==> config.mk <==
export PLATFORM = sky130hd
export DESIGN_NAME = pattern_occurrence_counter
export DESIGN_NICKNAME = d
export VERILOG_FILES = /design/src/poc_pkg.sv /design/src/poc_front.sv /design/src/poc_queue.sv /design/src/poc_back.sv /design/src/pattern_occurrence_counter.sv
export SDC_FILE = /design/constraint.sdc
export NUM_CORES = 1
export LEC_CHECK = 0
export BUFFER_PORTS_ARGS = -buffer_cell sky130_fd_sc_hd__buf_2
export CORE_UTILIZATION = 35
export CTS_BUF_LIST = sky130_fd_sc_hd__clkbuf_16
export DETAILED_ROUTE_END_ITERATION = 6
export GPL_TIMING_DRIVEN = 0
export PLACE_DENSITY = 0.55
export SETUP_SLACK_MARGIN = 0.5
export SLEW_MARGIN = 15
export SYNTH_ARGS = -nofsm -noshare
export SYNTH_HDL_FRONTEND = slang
export SYNTH_SLANG_ARGS = --single-unit
==> constraint.sdc <==
create_clock -name clock -period 8.05 [get_ports clock]
set_input_delay 0.4025 -clock clock [delete_from_list [all_inputs] [get_ports clock]]
set_output_delay 0.4025 -clock clock [all_outputs]
set_load 0.01 [all_outputs]
==> src/poc_pkg.sv <==
// Shared definitions for the pattern occurrence counter: defaults, register
// indexes, the record passed from front to back, and the length clamp.
// No dependencies.
`default_nettype none

package poc_pkg;

   // Default sizes handed to the top level's parameters.
   localparam int MAX_PATTERN_DEFAULT    = 16;
   localparam int SEGMENT_BUFFER_DEFAULT = 256;

   // Depth of the record queue between front and back.
   localparam int REC_QUEUE_DEPTH = 2;

   // The pattern registers hold sixteen bytes; bytes beyond them read as zero.
   localparam int PATTERN_REG_BYTES = 16;

   // Width of the register index on the configuration port.
   localparam int CSR_INDEX_W = 2;

   // Byte that closes a segment.
   localparam logic [7:0] NEWLINE_BYTE = 8'h0A;

   // Configuration register indexes.
   typedef enum logic [CSR_INDEX_W-1:0] {
      CSR_PATTERN_LOW    = 2'd0,
      CSR_PATTERN_HIGH   = 2'd1,
      CSR_PATTERN_LENGTH = 2'd2
   } csr_index_type;

   // What the front has learnt about one item.
   typedef struct packed {
      logic present;   // the item carried a text byte
      logic hit;       // the window ends in a full match of the pattern
      logic seg_end;   // this byte closes the current segment
      logic eot;       // end of text: deliver the count
   } rec_type;

   // Pattern length in use: the register value, capped at the window depth.
   function automatic logic [7:0] effective_length(input logic [4:0] len,
                                                   input int max_pattern);
      logic [7:0] wide;
      logic [7:0] cap;
      wide = {3'b000, len};
      cap  = 8'(max_pattern);
      return (wide > cap) ? cap : wide;
   endfunction

endpackage

`default_nettype wire

==> src/poc_front.sv <==
// Front end of the pattern occurrence counter: keeps the window of recent
// bytes and the segment fill, and compares the window against the pattern.
// Depends on poc_pkg.
`default_nettype none

module poc_front #(
   parameter int MAX_PATTERN    = poc_pkg::MAX_PATTERN_DEFAULT,
   parameter int SEGMENT_BUFFER = poc_pkg::SEGMENT_BUFFER_DEFAULT
) (
   input  logic             clock,
   input  logic             reset,
   input  logic [63:0]      pattern_low,
   input  logic [63:0]      pattern_high,
   input  logic [4:0]       pattern_length,
   input  logic             item_valid,
   input  logic [7:0]       data_byte,
   input  logic             byte_present,
   input  logic             end_of_text,
   output logic             rec_push,
   output poc_pkg::rec_type rec
);
   import poc_pkg::*;

   localparam int FILL_W   = $clog2(SEGMENT_BUFFER);
   localparam int CMP_W    = (FILL_W > 8) ? FILL_W : 8;
   localparam int SEG_LAST = SEGMENT_BUFFER - 1;

   logic [7:0]        window_ff [MAX_PATTERN];
   logic [7:0]        window_in [MAX_PATTERN];
   logic [FILL_W-1:0] fill_ff;
   logic [FILL_W-1:0] fill_in;
   logic [FILL_W-1:0] fill_next;
   logic [7:0]        len_eff;
   logic [7:0]        pattern_bytes [PATTERN_REG_BYTES];
   logic [MAX_PATTERN-1:0] lane_ok;
   logic              hit;
   logic              seg_end;

   // Unpack the two pattern registers into bytes, first byte lowest.
   always_comb begin
      for (int j = 0; j < 8; j++) begin
         pattern_bytes[j]     = pattern_low[8*j +: 8];
         pattern_bytes[j + 8] = pattern_high[8*j +: 8];
      end
   end

   assign len_eff = effective_length(pattern_length, MAX_PATTERN);

   // The window after this byte: newest at position zero.
   always_comb begin
      window_in[0] = data_byte;
      for (int k = 1; k < MAX_PATTERN; k++) begin
         window_in[k] = window_ff[k-1];
      end
   end

   // Each window position is held against the pattern byte that lines up with
   // it for the current length; positions beyond the length always pass.
   for (genvar k = 0; k < MAX_PATTERN; k++) begin : g_lane
      logic [7:0] src;
      logic [7:0] expected;
      assign src      = len_eff - 8'(k + 1);
      assign expected = (src < 8'(PATTERN_REG_BYTES)) ? pattern_bytes[src[3:0]] : 8'h00;
      assign lane_ok[k] = (8'(k) >= len_eff) || (window_in[k] == expected);
   end

   // A match needs a non-zero length and enough bytes in the segment.
   assign fill_next = fill_ff + 1'b1;
   assign hit       = (len_eff != 8'd0) && (CMP_W'(fill_next) >= CMP_W'(len_eff)) && (&lane_ok);
   assign seg_end   = (data_byte == NEWLINE_BYTE) || (fill_next >= FILL_W'(SEG_LAST));

   // Record for the back end; empty items carry nothing and are dropped.
   always_comb begin
      rec.present = byte_present;
      rec.hit     = byte_present && hit;
      rec.seg_end = byte_present && seg_end;
      rec.eot     = end_of_text;
      rec_push    = item_valid && (byte_present || end_of_text);
   end

   // Segment fill restarts at a segment end and at the end of the text.
   always_comb begin
      fill_in = fill_ff;
      if (item_valid) begin
         if (end_of_text || (byte_present && seg_end)) begin
            fill_in = '0;
         end else if (byte_present) begin
            fill_in = fill_next;
         end
      end
   end

   always_ff @(posedge clock) begin
      if (reset) begin
         fill_ff <= '0;
      end else begin
         fill_ff <= fill_in;
      end
   end

   // Only positions below the fill are ever compared, so the window needs no reset.
   always_ff @(posedge clock) begin
      if (item_valid && byte_present) begin
         window_ff <= window_in;
      end
   end

endmodule

`default_nettype wire

==> src/poc_queue.sv <==
// Short record queue between the front and back of the pattern occurrence
// counter. Depends on poc_pkg.
`default_nettype none

module poc_queue (
   input  logic             clock,
   input  logic             reset,
   input  logic             push,
   input  poc_pkg::rec_type push_rec,
   output logic             full,
   input  logic             pop,
   output poc_pkg::rec_type pop_rec,
   output logic             empty
);
   import poc_pkg::*;

   localparam int PTR_W   = (REC_QUEUE_DEPTH > 1) ? $clog2(REC_QUEUE_DEPTH) : 1;
   localparam int COUNT_W = $clog2(REC_QUEUE_DEPTH + 1);

   rec_type            entry_ff [REC_QUEUE_DEPTH];
   logic [PTR_W-1:0]   wr_ptr_ff;
   logic [PTR_W-1:0]   wr_ptr_in;
   logic [PTR_W-1:0]   rd_ptr_ff;
   logic [PTR_W-1:0]   rd_ptr_in;
   logic [COUNT_W-1:0] count_ff;
   logic [COUNT_W-1:0] count_in;
   logic               do_push;
   logic               do_pop;

   assign full    = (count_ff == COUNT_W'(REC_QUEUE_DEPTH));
   assign empty   = (count_ff == '0);
   assign pop_rec = entry_ff[rd_ptr_ff];
   assign do_push = push && !full;
   assign do_pop  = pop && !empty;

   // Pointer and occupancy updates.
   always_comb begin
      wr_ptr_in = wr_ptr_ff;
      rd_ptr_in = rd_ptr_ff;
      count_in  = count_ff;
      if (do_push) begin
         wr_ptr_in = (wr_ptr_ff == PTR_W'(REC_QUEUE_DEPTH - 1)) ? '0 : wr_ptr_ff + 1'b1;
      end
      if (do_pop) begin
         rd_ptr_in = (rd_ptr_ff == PTR_W'(REC_QUEUE_DEPTH - 1)) ? '0 : rd_ptr_ff + 1'b1;
      end
      if (do_push && !do_pop) begin
         count_in = count_ff + 1'b1;
      end else if (do_pop && !do_push) begin
         count_in = count_ff - 1'b1;
      end
   end

   always_ff @(posedge clock) begin
      if (reset) begin
         wr_ptr_ff <= '0;
         rd_ptr_ff <= '0;
         count_ff  <= '0;
      end else begin
         wr_ptr_ff <= wr_ptr_in;
         rd_ptr_ff <= rd_ptr_in;
         count_ff  <= count_in;
      end
   end

   always_ff @(posedge clock) begin
      if (do_push) begin
         entry_ff[wr_ptr_ff] <= push_rec;
      end
   end

endmodule

`default_nettype wire

==> src/poc_back.sv <==
// Back end of the pattern occurrence counter: applies the overlap rule,
// keeps the saturating count and holds the result for the consumer.
// Depends on poc_pkg.
`default_nettype none

module poc_back #(
   parameter int MAX_PATTERN = poc_pkg::MAX_PATTERN_DEFAULT
) (
   input  logic             clock,
   input  logic             reset,
   input  logic [4:0]       pattern_length,
   input  logic             rec_valid,
   input  poc_pkg::rec_type rec,
   output logic             rec_take,
   input  logic             pop,
   output logic             empty,
   output logic [31:0]      match_count
);
   import poc_pkg::*;

   localparam int SKIP_W = (MAX_PATTERN > 1) ? $clog2(MAX_PATTERN) : 1;

   logic [SKIP_W-1:0] skip_ff;
   logic [SKIP_W-1:0] skip_in;
   logic [31:0]       count_ff;
   logic [31:0]       count_in;
   logic [31:0]       count_step;
   logic              rsp_valid_ff;
   logic              rsp_valid_in;
   logic [31:0]       rsp_count_ff;
   logic [31:0]       rsp_count_in;
   logic [7:0]        len_eff;
   logic              rsp_pop;

   assign len_eff     = effective_length(pattern_length, MAX_PATTERN);
   assign rsp_pop     = pop && rsp_valid_ff;
   assign empty       = !rsp_valid_ff;
   assign match_count = rsp_count_ff;

   // An end-of-text record waits only while the previous count is still held.
   assign rec_take = rec_valid && (!rec.eot || !rsp_valid_ff || rsp_pop);

   // Overlap skip and counting for one record.
   always_comb begin
      skip_in    = skip_ff;
      count_step = count_ff;
      if (rec_take && rec.present) begin
         if (skip_ff != '0) begin
            skip_in = skip_ff - 1'b1;
         end else if (rec.hit) begin
            if (count_ff != 32'hFFFF_FFFF) begin
               count_step = count_ff + 32'd1;
            end
            skip_in = SKIP_W'(len_eff - 8'd1);
         end
      end
      if (rec_take && rec.seg_end) begin
         skip_in = '0;
      end
      count_in = count_step;
      if (rec_take && rec.eot) begin
         skip_in  = '0;
         count_in = '0;
      end
   end

   // Result register: loaded at end of text, freed by the consumer.
   always_comb begin
      rsp_valid_in = rsp_valid_ff && !rsp_pop;
      rsp_count_in = rsp_count_ff;
      if (rec_take && rec.eot) begin
         rsp_valid_in = 1'b1;
         rsp_count_in = count_step;
      end
   end

   always_ff @(posedge clock) begin
      if (reset) begin
         skip_ff      <= '0;
         count_ff     <= '0;
         rsp_valid_ff <= 1'b0;
      end else begin
         skip_ff      <= skip_in;
         count_ff     <= count_in;
         rsp_valid_ff <= rsp_valid_in;
      end
   end

   always_ff @(posedge clock) begin
      rsp_count_ff <= rsp_count_in;
   end

endmodule

`default_nettype wire

==> src/pattern_occurrence_counter.sv <==
// Top level of the pattern occurrence counter: configuration registers and
// the front, record queue and back. Depends on poc_pkg, poc_front, poc_queue
// and poc_back.
`default_nettype none

// Counts leftmost, non-overlapping occurrences of a pattern of up to
// MAX_PATTERN bytes in a text fed one byte per transfer. Segments end after a
// newline or after SEGMENT_BUFFER-1 bytes and no match spans a segment end.
// The count of the whole text, saturated at 32 bits, passes through the
// record queue and the result register before it reaches the result ports.
// One item is taken every cycle while full is low: the whole window is
// compared in parallel in the front and the back updates its skip counter
// and count for each record it takes. full rises only when the two-entry
// record queue fills because an end-of-text record waits for the previous
// result to be popped. The csr port is always ready; write it only while no
// text is in flight.
module pattern_occurrence_counter #(
   parameter int MAX_PATTERN    = poc_pkg::MAX_PATTERN_DEFAULT,
   parameter int SEGMENT_BUFFER = poc_pkg::SEGMENT_BUFFER_DEFAULT
) (
   input  logic                            clock,
   input  logic                            reset,
   input  logic                            push,
   output logic                            full,
   input  logic [7:0]                      req_data_byte,
   input  logic                            req_byte_present,
   input  logic                            req_end_of_text,
   output logic                            empty,
   input  logic                            pop,
   output logic [31:0]                     rsp_match_count,
   input  logic                            csr_valid,
   output logic                            csr_ready,
   input  logic [poc_pkg::CSR_INDEX_W-1:0] csr_index,
   input  logic [63:0]                     csr_wdata
);
   import poc_pkg::*;

   logic [63:0] pattern_low_ff;
   logic [63:0] pattern_high_ff;
   logic [4:0]  pattern_length_ff;
   logic        item_valid;
   logic        q_push;
   logic        q_full;
   logic        q_empty;
   logic        q_pop;
   rec_type     q_in_rec;
   rec_type     q_out_rec;

   // Configuration registers; writes beyond the list are ignored.
   assign csr_ready = 1'b1;

   always_ff @(posedge clock) begin
      if (reset) begin
         pattern_low_ff    <= '0;
         pattern_high_ff   <= '0;
         pattern_length_ff <= 5'd1;
      end else if (csr_valid && csr_ready) begin
         case (csr_index)
            CSR_PATTERN_LOW:    pattern_low_ff    <= csr_wdata;
            CSR_PATTERN_HIGH:   pattern_high_ff   <= csr_wdata;
            CSR_PATTERN_LENGTH: pattern_length_ff <= csr_wdata[4:0];
            default: ;
         endcase
      end
   end

   // The input side is held off only by the record queue.
   assign full       = q_full;
   assign item_valid = push && !q_full;

   poc_front #(
      .MAX_PATTERN    (MAX_PATTERN),
      .SEGMENT_BUFFER (SEGMENT_BUFFER)
   ) u_front (
      .clock          (clock),
      .reset          (reset),
      .pattern_low    (pattern_low_ff),
      .pattern_high   (pattern_high_ff),
      .pattern_length (pattern_length_ff),
      .item_valid     (item_valid),
      .data_byte      (req_data_byte),
      .byte_present   (req_byte_present),
      .end_of_text    (req_end_of_text),
      .rec_push       (q_push),
      .rec            (q_in_rec)
   );

   poc_queue u_queue (
      .clock    (clock),
      .reset    (reset),
      .push     (q_push),
      .push_rec (q_in_rec),
      .full     (q_full),
      .pop      (q_pop),
      .pop_rec  (q_out_rec),
      .empty    (q_empty)
   );

   poc_back #(
      .MAX_PATTERN (MAX_PATTERN)
   ) u_back (
      .clock          (clock),
      .reset          (reset),
      .pattern_length (pattern_length_ff),
      .rec_valid      (!q_empty),
      .rec            (q_out_rec),
      .rec_take       (q_pop),
      .pop            (pop),
      .empty          (empty),
      .match_count    (rsp_match_count)
   );

   // The front never offers a record to a full queue.
   a_no_push_when_full: assert property (@(posedge clock) disable iff (reset)
      q_push |-> !q_full)
      else $error("record pushed into a full queue");

   // A taken end-of-text record always produces a waiting result.
   a_eot_gives_result: assert property (@(posedge clock) disable iff (reset)
      (q_pop && q_out_rec.eot) |=> !empty)
      else $error("end of text taken without a result");

   // Items with neither a byte nor an end marker leave no record.
   a_empty_item_dropped: assert property (@(posedge clock) disable iff (reset)
      (push && !full && !req_byte_present && !req_end_of_text) |-> !q_push)
      else $error("empty item reached the record queue");

endmodule

`default_nettype wire
==> impl_metrics.tcl, run 1 <==
set metrics [dict create \
    grt_use_met2_pct 60.3 \
    place_inst 3479 \
    max_slew.worst_pin.slew_ns 1.32 \
    layoutNonFillerInstCount 3560 \
    fin_tns_setup_ns 0 \
    vdd_drop_max_uv 148 \
    gp_congestion 1.09 \
    synth_seq_area_share_pct 35.9 \
    synth_nets 2598 \
    cp-start-kind "register" \
    nFillCells 6586 \
    use_met1_pct 52.8 \
    crit_fanout 11 \
    wl_per_cell_um 40.2 \
    busiest_layer "met2" \
    grt_max_degree 93 \
    synth-edff-count 160 \
    power_density_nw_per_um2 195 \
    min_path_type "in2reg" \
    leakagePower_nw 9.80 \
    critical-path-top-delay-family "buffers and inverters" \
    ioPinCount 116 \
    status "completed" \
    drv_cap 0 \
    grt_pass1_wl_um 189000 \
    cts_hold_buf 0 \
    cpPeakStageDelay_ns 0.59 \
    max_freq_mhz 135 \
    overflow 0 \
    die_w_um 262 \
    register_area_um2 8470 \
    fin_crit_sh_pct 92.2 \
    postRouteWirelength_um 143000 \
    fin_ws_ns 0.628 \
    arrival_ns 7.75 \
    clk_path_buf_depth 3 \
    layout_min_cycle_time_ns 7.42 \
    met3_usage_pct 13.2 \
    postSynthCellCount 2491 \
    hold_violations 0 \
    area_growth_pct 13.9 \
    post-route-util_pct 40.6 \
    insertion_delay_ns 0.59 \
    rsz0062_at_grt "false" \
    drc 0 \
    synth_top_flop_cell "dfxtp_1" \
    cts_made_buffers 41 \
    grt_pass1_vias 21840 \
    ys_ff_latch 343 \
    layout_common_cells "nand2_1, a21oi_1, dfxtp_1" \
    hpwl_um 113000 \
    final_common_cell "nand2_1" \
    crit_chain "nor2b_1 -> buf_2 -> inv_4 -> buf_2 -> buf_4 -> buf_2 -> buf_2 -> buf_4 -> ha_1 -> buf_2 -> xnor2_2 -> buf_2 -> clkbuf_4 -> mux2i_1 -> o22ai_1 -> nor3_1 -> nor4bb_1 -> o21ai_0 -> a211oi_2 -> o32ai_1 -> a2111oi_4" \
    post_cts.repair.setup_buffers 0 \
    slew_viol_final 0 \
    yosysUniqueCellTypes 98 \
    drive_above_1_share_pct 17.7 \
    relSlewSlack_pct 11.8 \
    clkTransAtPathRegs_ns 0.06 \
    antenna_found_initial 9 \
    path_buf_inv 10 \
    core_area_um2 66200 \
    cts-root-buf "clkbuf_16" \
    multi_input_area_um2 14200 \
    crit_path_end_kind "register" \
    cts_tree "built" \
    drt_iter0_drc 3063 \
    critPathKind "reg2reg" \
    slowest_stage "a211oi_2" \
    dr.pass1.iters 5 \
    yosysWarnings 0 \
    drtAntennaViolNets 0 \
    setup_viol 0 \
    clock_sinks 343 \
    start_util_pct 35.6 \
    dieArea_um2 68500 \
    syn-cell-area_um2 23600 \
    fin_nets 2765 \
    worst_path_most_repeated_cell "buf_2" \
    place_ws_ns -0.0363 \
    vias_per_cell 6.58 \
    port_buffers 114 \
    hold_slack_ns 0.0671 \
    rows 94 \
    async_flop_share_pct 0 \
    h-tree-depth 2 \
    skew_ns 0.0266 \
    avgSynthCellArea_um2 9.47 \
    die_h_um 262 \
    cp.required_ns 8.38 \
    grt_usage_pct 41.2 \
    vias 23432 \
]
[area by class of cell]
cell class,instances,share of cell area [%]
clock buffer,43,4.00
antenna,5,0.0466
multi-input combinational,1928,53.0
tap,864,4.02
clock inverter,33,1.16
sequential,343,31.5
timing repair buffer,124,2.52
buffer,173,3.02
inverter,47,0.684
[power breakdown]
group / switching [W] / internal [W]
clock network: 0.000794 / 0.00113
registers: 0.000192 / 0.00199
logic: 0.000744 / 0.000375
[path summary, 6_finish.rpt]
kind	from	endpoint	slack, ns	cells after the start
hold reg to reg	u_front.window_ff[104]	u_front.window_ff[96]	0.44	0
setup / recovery	pattern_length_ff[0]	u_queue.entry_ff[1][2]	0.63	21
hold / removal	req_data_byte[1]	u_front.window_ff[121]	0.07	1
setup reg to reg	pattern_length_ff[0]	u_queue.entry_ff[1][2]	0.63	21
[what timing repair did]
action                                  CTS  global route
endpoints found under the setup margin    2             2
endpoints found under the hold margin     0             0
gates resized for setup                   9             5
[routing by layer]
layer / vias to the layer above / wire, um
li1: 9743 / -
met1: 11789 / 57400
met2: 1535 / 59500
met3: 361 / 15700
met4: 4 / 10400
met5: - / 23
[sequential cells by signal, indices dropped and copies added (netlist names), named ones only]
| signal | flops |
|---|---|
| pattern_high_ff | 64 |
| pattern_length_ff | 5 |
| pattern_low_ff | 64 |
| u_back.count_ff | 32 |
| u_back.match_count | 32 |
| u_back.rsp_valid_ff | 1 |
| u_back.skip_ff | 4 |
| u_front.fill_ff | 8 |
| u_front.window_ff | 120 |
| u_queue.count_ff | 2 |
| u_queue.entry_ff | 8 |
| u_queue.rd_ptr_ff | 1 |
| u_queue.wr_ptr_ff | 1 |
[Yosys cell counts, types with 14 or more instances]
| cell type | n | area (um2) |
|---|---|---|
| a211o_1 | 19 | 166 |
| nor2b_1 | 53 | 332 |
| buf_4 | 22 | 165 |
| mux2_2 | 73 | 822 |
| mux2i_1 | 170 | 1700 |
| o21ai_0 | 43 | 215 |
| o22ai_1 | 49 | 307 |
| o211ai_1 | 25 | 188 |
| buf_2 | 44 | 220 |
| o21a_1 | 14 | 105 |
| a2111oi_0 | 15 | 131 |
| nand2_1 | 380 | 1430 |
| xnor2_1 | 63 | 552 |
| ha_1 | 26 | 325 |
| buf_1 | 21 | 78.8 |
| and2_1 | 22 | 138 |
| edfxtp_1 | 160 | 4800 |
| inv_1 | 43 | 161 |
| dfxtp_1 | 183 | 3660 |
| nand3_1 | 47 | 235 |
| nor2_1 | 129 | 484 |
| nor3_1 | 36 | 180 |
| mux4_2 | 93 | 2090 |
| and3_1 | 21 | 131 |
| clkbuf_1 | 85 | 319 |
| a211oi_1 | 49 | 368 |
| nor4_1 | 21 | 131 |
| a21oi_1 | 208 | 1040 |
| nand2b_1 | 20 | 125 |
| xor2_1 | 51 | 447 |
| nand4_1 | 22 | 138 |
| a22oi_1 | 23 | 173 |
[per-stage QoR]
step | power (W) | instance area (um2)
finish | 0.00523 | 26900
global route | 0.00538 | 26900
floorplan | 0.00275 | 23600
global placement | 0.00327 | 25200
detailed placement | 0.00329 | 25400
CTS | 0.00522 | 26800
[logic make-up after synthesis]
kind of cell	synth area share (%)
adders and majority gates	1.42
muxes	19.6
AOI/OAI and AO/OA	17.3
DFF	35.9
xor gates and xnor gates	4.42
other	0.0159
and+or+nand+nor	17.3
buffers and inverters	4.13
Note: power is estimated with default switching activity, not from simulation.
==> run 2: changes to the inputs <==
Settings changed: CTS_BUF_LIST sky130_fd_sc_hd__clkbuf_16 to sky130_fd_sc_hd__clkbuf_4 sky130_fd_sc_hd__clkbuf_8, SKIP_CTS_REPAIR_TIMING from default to 1.
==> run 2 against run 1 <==
Effect of this change:
- the run now ends with design-rule violations, negative hold slack left
- largest power group unchanged
- die area is the same
- sequential share of layout area fell by 0.62 points
- final cell count grew 2.8%
- core utilization grew 0.82 points
- non-clock buffer count rose by 60
- routed wire length is 0.18% higher
==> impl_metrics.tcl, run 2 (synthesized netlist as in run 1, its figures left out) <==
set metrics [dict create \
    slowest_stage "a211oi_2" \
    start_util_pct 35.6 \
    grt_max_degree 93 \
    die_w_um 262 \
    dr.pass1.iters 7 \
    reg2reg_slack_ns 0.59 \
    met3_length_um 16600 \
    final_common_cell "nand2_1" \
    crit_fanout 11 \
    fin_tns_setup_ns 0 \
    cts_tree "built" \
    place_area_um2 25400 \
    place_inst 3479 \
    r2r_end "u_queue.entry_ff[0][2]" \
    grt_usage_pct 41.2 \
    top_layer "met5" \
    drive_above_1_share_pct 18.6 \
    min-delay-start "csr_wdata[52]" \
    hold_violations 11 \
    grt_pass1_vias 22114 \
    clock_sinks 343 \
    dieArea_um2 68500 \
    leakagePower_nw 10.0 \
    vias 23921 \
    crit_path_end_kind "register" \
    slew_viol_final 0 \
    h-tree-depth 2 \
    final_area_um2 27400 \
    hold_slack_ns -0.0229 \
    overflow 0 \
    p_total_w 0.00510 \
    antenna_found_initial 11 \
    cts-root-buf "clkbuf_8" \
    rows 94 \
    vias_per_cell 6.54 \
    cpPeakStageDelay_ns 0.57 \
    clkTransAtPathRegs_ns 0.06 \
    multi_input_area_um2 14200 \
    regMostFlops "u_front.window_ff" \
    drtAntennaViolNets 0 \
    status "complete, but fails checks" \
    arrival_ns 7.90 \
    max_slew.worst_pin.slew_ns 1.31 \
    fin_nets 2844 \
    crit_chain "nor2b_1 -> buf_2 -> inv_4 -> buf_2 -> buf_4 -> buf_2 -> buf_2 -> clkbuf_4 -> ha_1 -> buf_2 -> xnor2_2 -> buf_2 -> clkbuf_4 -> mux2i_1 -> o22ai_1 -> nor3_1 -> nor4bb_1 -> o21ai_0 -> a211oi_2 -> o32ai_1 -> a2111oi_4" \
    layoutNonFillerInstCount 3659 \
    violations "design-rule violations, negative hold slack" \
    holdPathStages 3 \
    register_area_um2 8470 \
    grt_pass1_wl_um 189000 \
    port_buffers 114 \
    setup_viol 0 \
    power_density_nw_per_um2 186 \
    cp.required_ns 8.49 \
    relSlewSlack_pct 12.4 \
    wl_met2_um 59400 \
    cts_made_buffers 60 \
    drc 6 \
    layout_min_cycle_time_ns 7.46 \
    min_path_type "in2reg" \
    ioPinCount 116 \
    critPathKind "reg2reg" \
    clk_path_buf_depth 3 \
    hpwl_um 113000 \
    largest_reg_flops 120 \
    worstRegToRegCells 21 \
    biggestRegsByFlops "u_front.window_ff x120, pattern_high_ff x64, pattern_low_ff x64" \
    rsz0062_at_grt "false" \
    drv_cap 0 \
    gp_congestion 1.09 \
    vdd_drop_max_uv 153 \
    max_freq_mhz 134 \
    met1_length_um 56400 \
    core_area_um2 66200 \
    postRouteWirelength_um 143000 \
    cp-start-kind "register" \
    die_h_um 262 \
    wl_per_cell_um 39.2 \
    insertion_delay_ns 0.71 \
    drt_iter0_drc 3110 \
    reg2reg_from "pattern_length_ff[0]" \
    min_delay_worst_endpoint "pattern_high_ff[52]" \
    worst_path_most_repeated_cell "buf_2" \
    skew_ns 0.0325 \
    area_growth_pct 16.2 \
    nFillCells 6573 \
    fin_crit_sh_pct 92.7 \
    layout_common_cells "nand2_1, a21oi_1, dfxtp_1" \
]
run 2: power by group:
group	internal, W	total (W)	switching (W)
clock	0.000981	0.00177	0.000790
combinational	0.000394	0.00114	0.000745
sequential	0.00199	0.00219	0.000192
run 2: worst max path at each step:
stage                         startpoint                     end  slack [ns]  depth (start not counted)
floorplan           pattern_length_ff[0]  u_queue.entry_ff[0][2]        3.05                         19
global placement    pattern_length_ff[1]  u_queue.entry_ff[1][2]       -0.32                         17
detailed placement  pattern_length_ff[0]  u_queue.entry_ff[1][2]       -0.04                         20
CTS                 pattern_length_ff[0]  u_queue.entry_ff[0][2]       -0.08                         20
global route        pattern_length_ff[0]  u_queue.entry_ff[0][2]        0.51                         21
finish              pattern_length_ff[0]  u_queue.entry_ff[0][2]        0.59                         21
run 2: layer usage:
metal	up-vias	track usage, %
met3	408	13.5
met5	-	0
met2	1623	59.8
li1	9939	-
met4	4	26.5
met1	11947	52.3
run 2: metrics by stage:
stage	worst slack (ns)	util, %
2_1_floorplan	3.05	-
3_3_place_gp	-0.321	38.1
3_5_place_dp	-0.0363	38.4
4_1_cts	-0.0803	40.4
5_1_grt	0.514	41.4
6_report	0.588	41.4
run 2: final cells by class:
cell class              instances  area share, %
diodes                          7         0.0639
plain buffers                 173           2.96
clock buffers                  87           4.00
clock inverters                26          0.831
inverters                      47          0.671
multi-input cells            1928           52.0
flip-flops and latches        343           30.9
well taps                     864           3.94
repair buffers                184           4.66
run 2: critical path, delay by kind of cell, from the launching register on:
family	cells	cell delay, ns
fa+ha+maj	1	0.27
compound gates	5	1.50
buf+inv	10	3.40
xor+xnor	1	0.26
simple gates	3	0.92
flops	1	0.38
mux	1	0.41
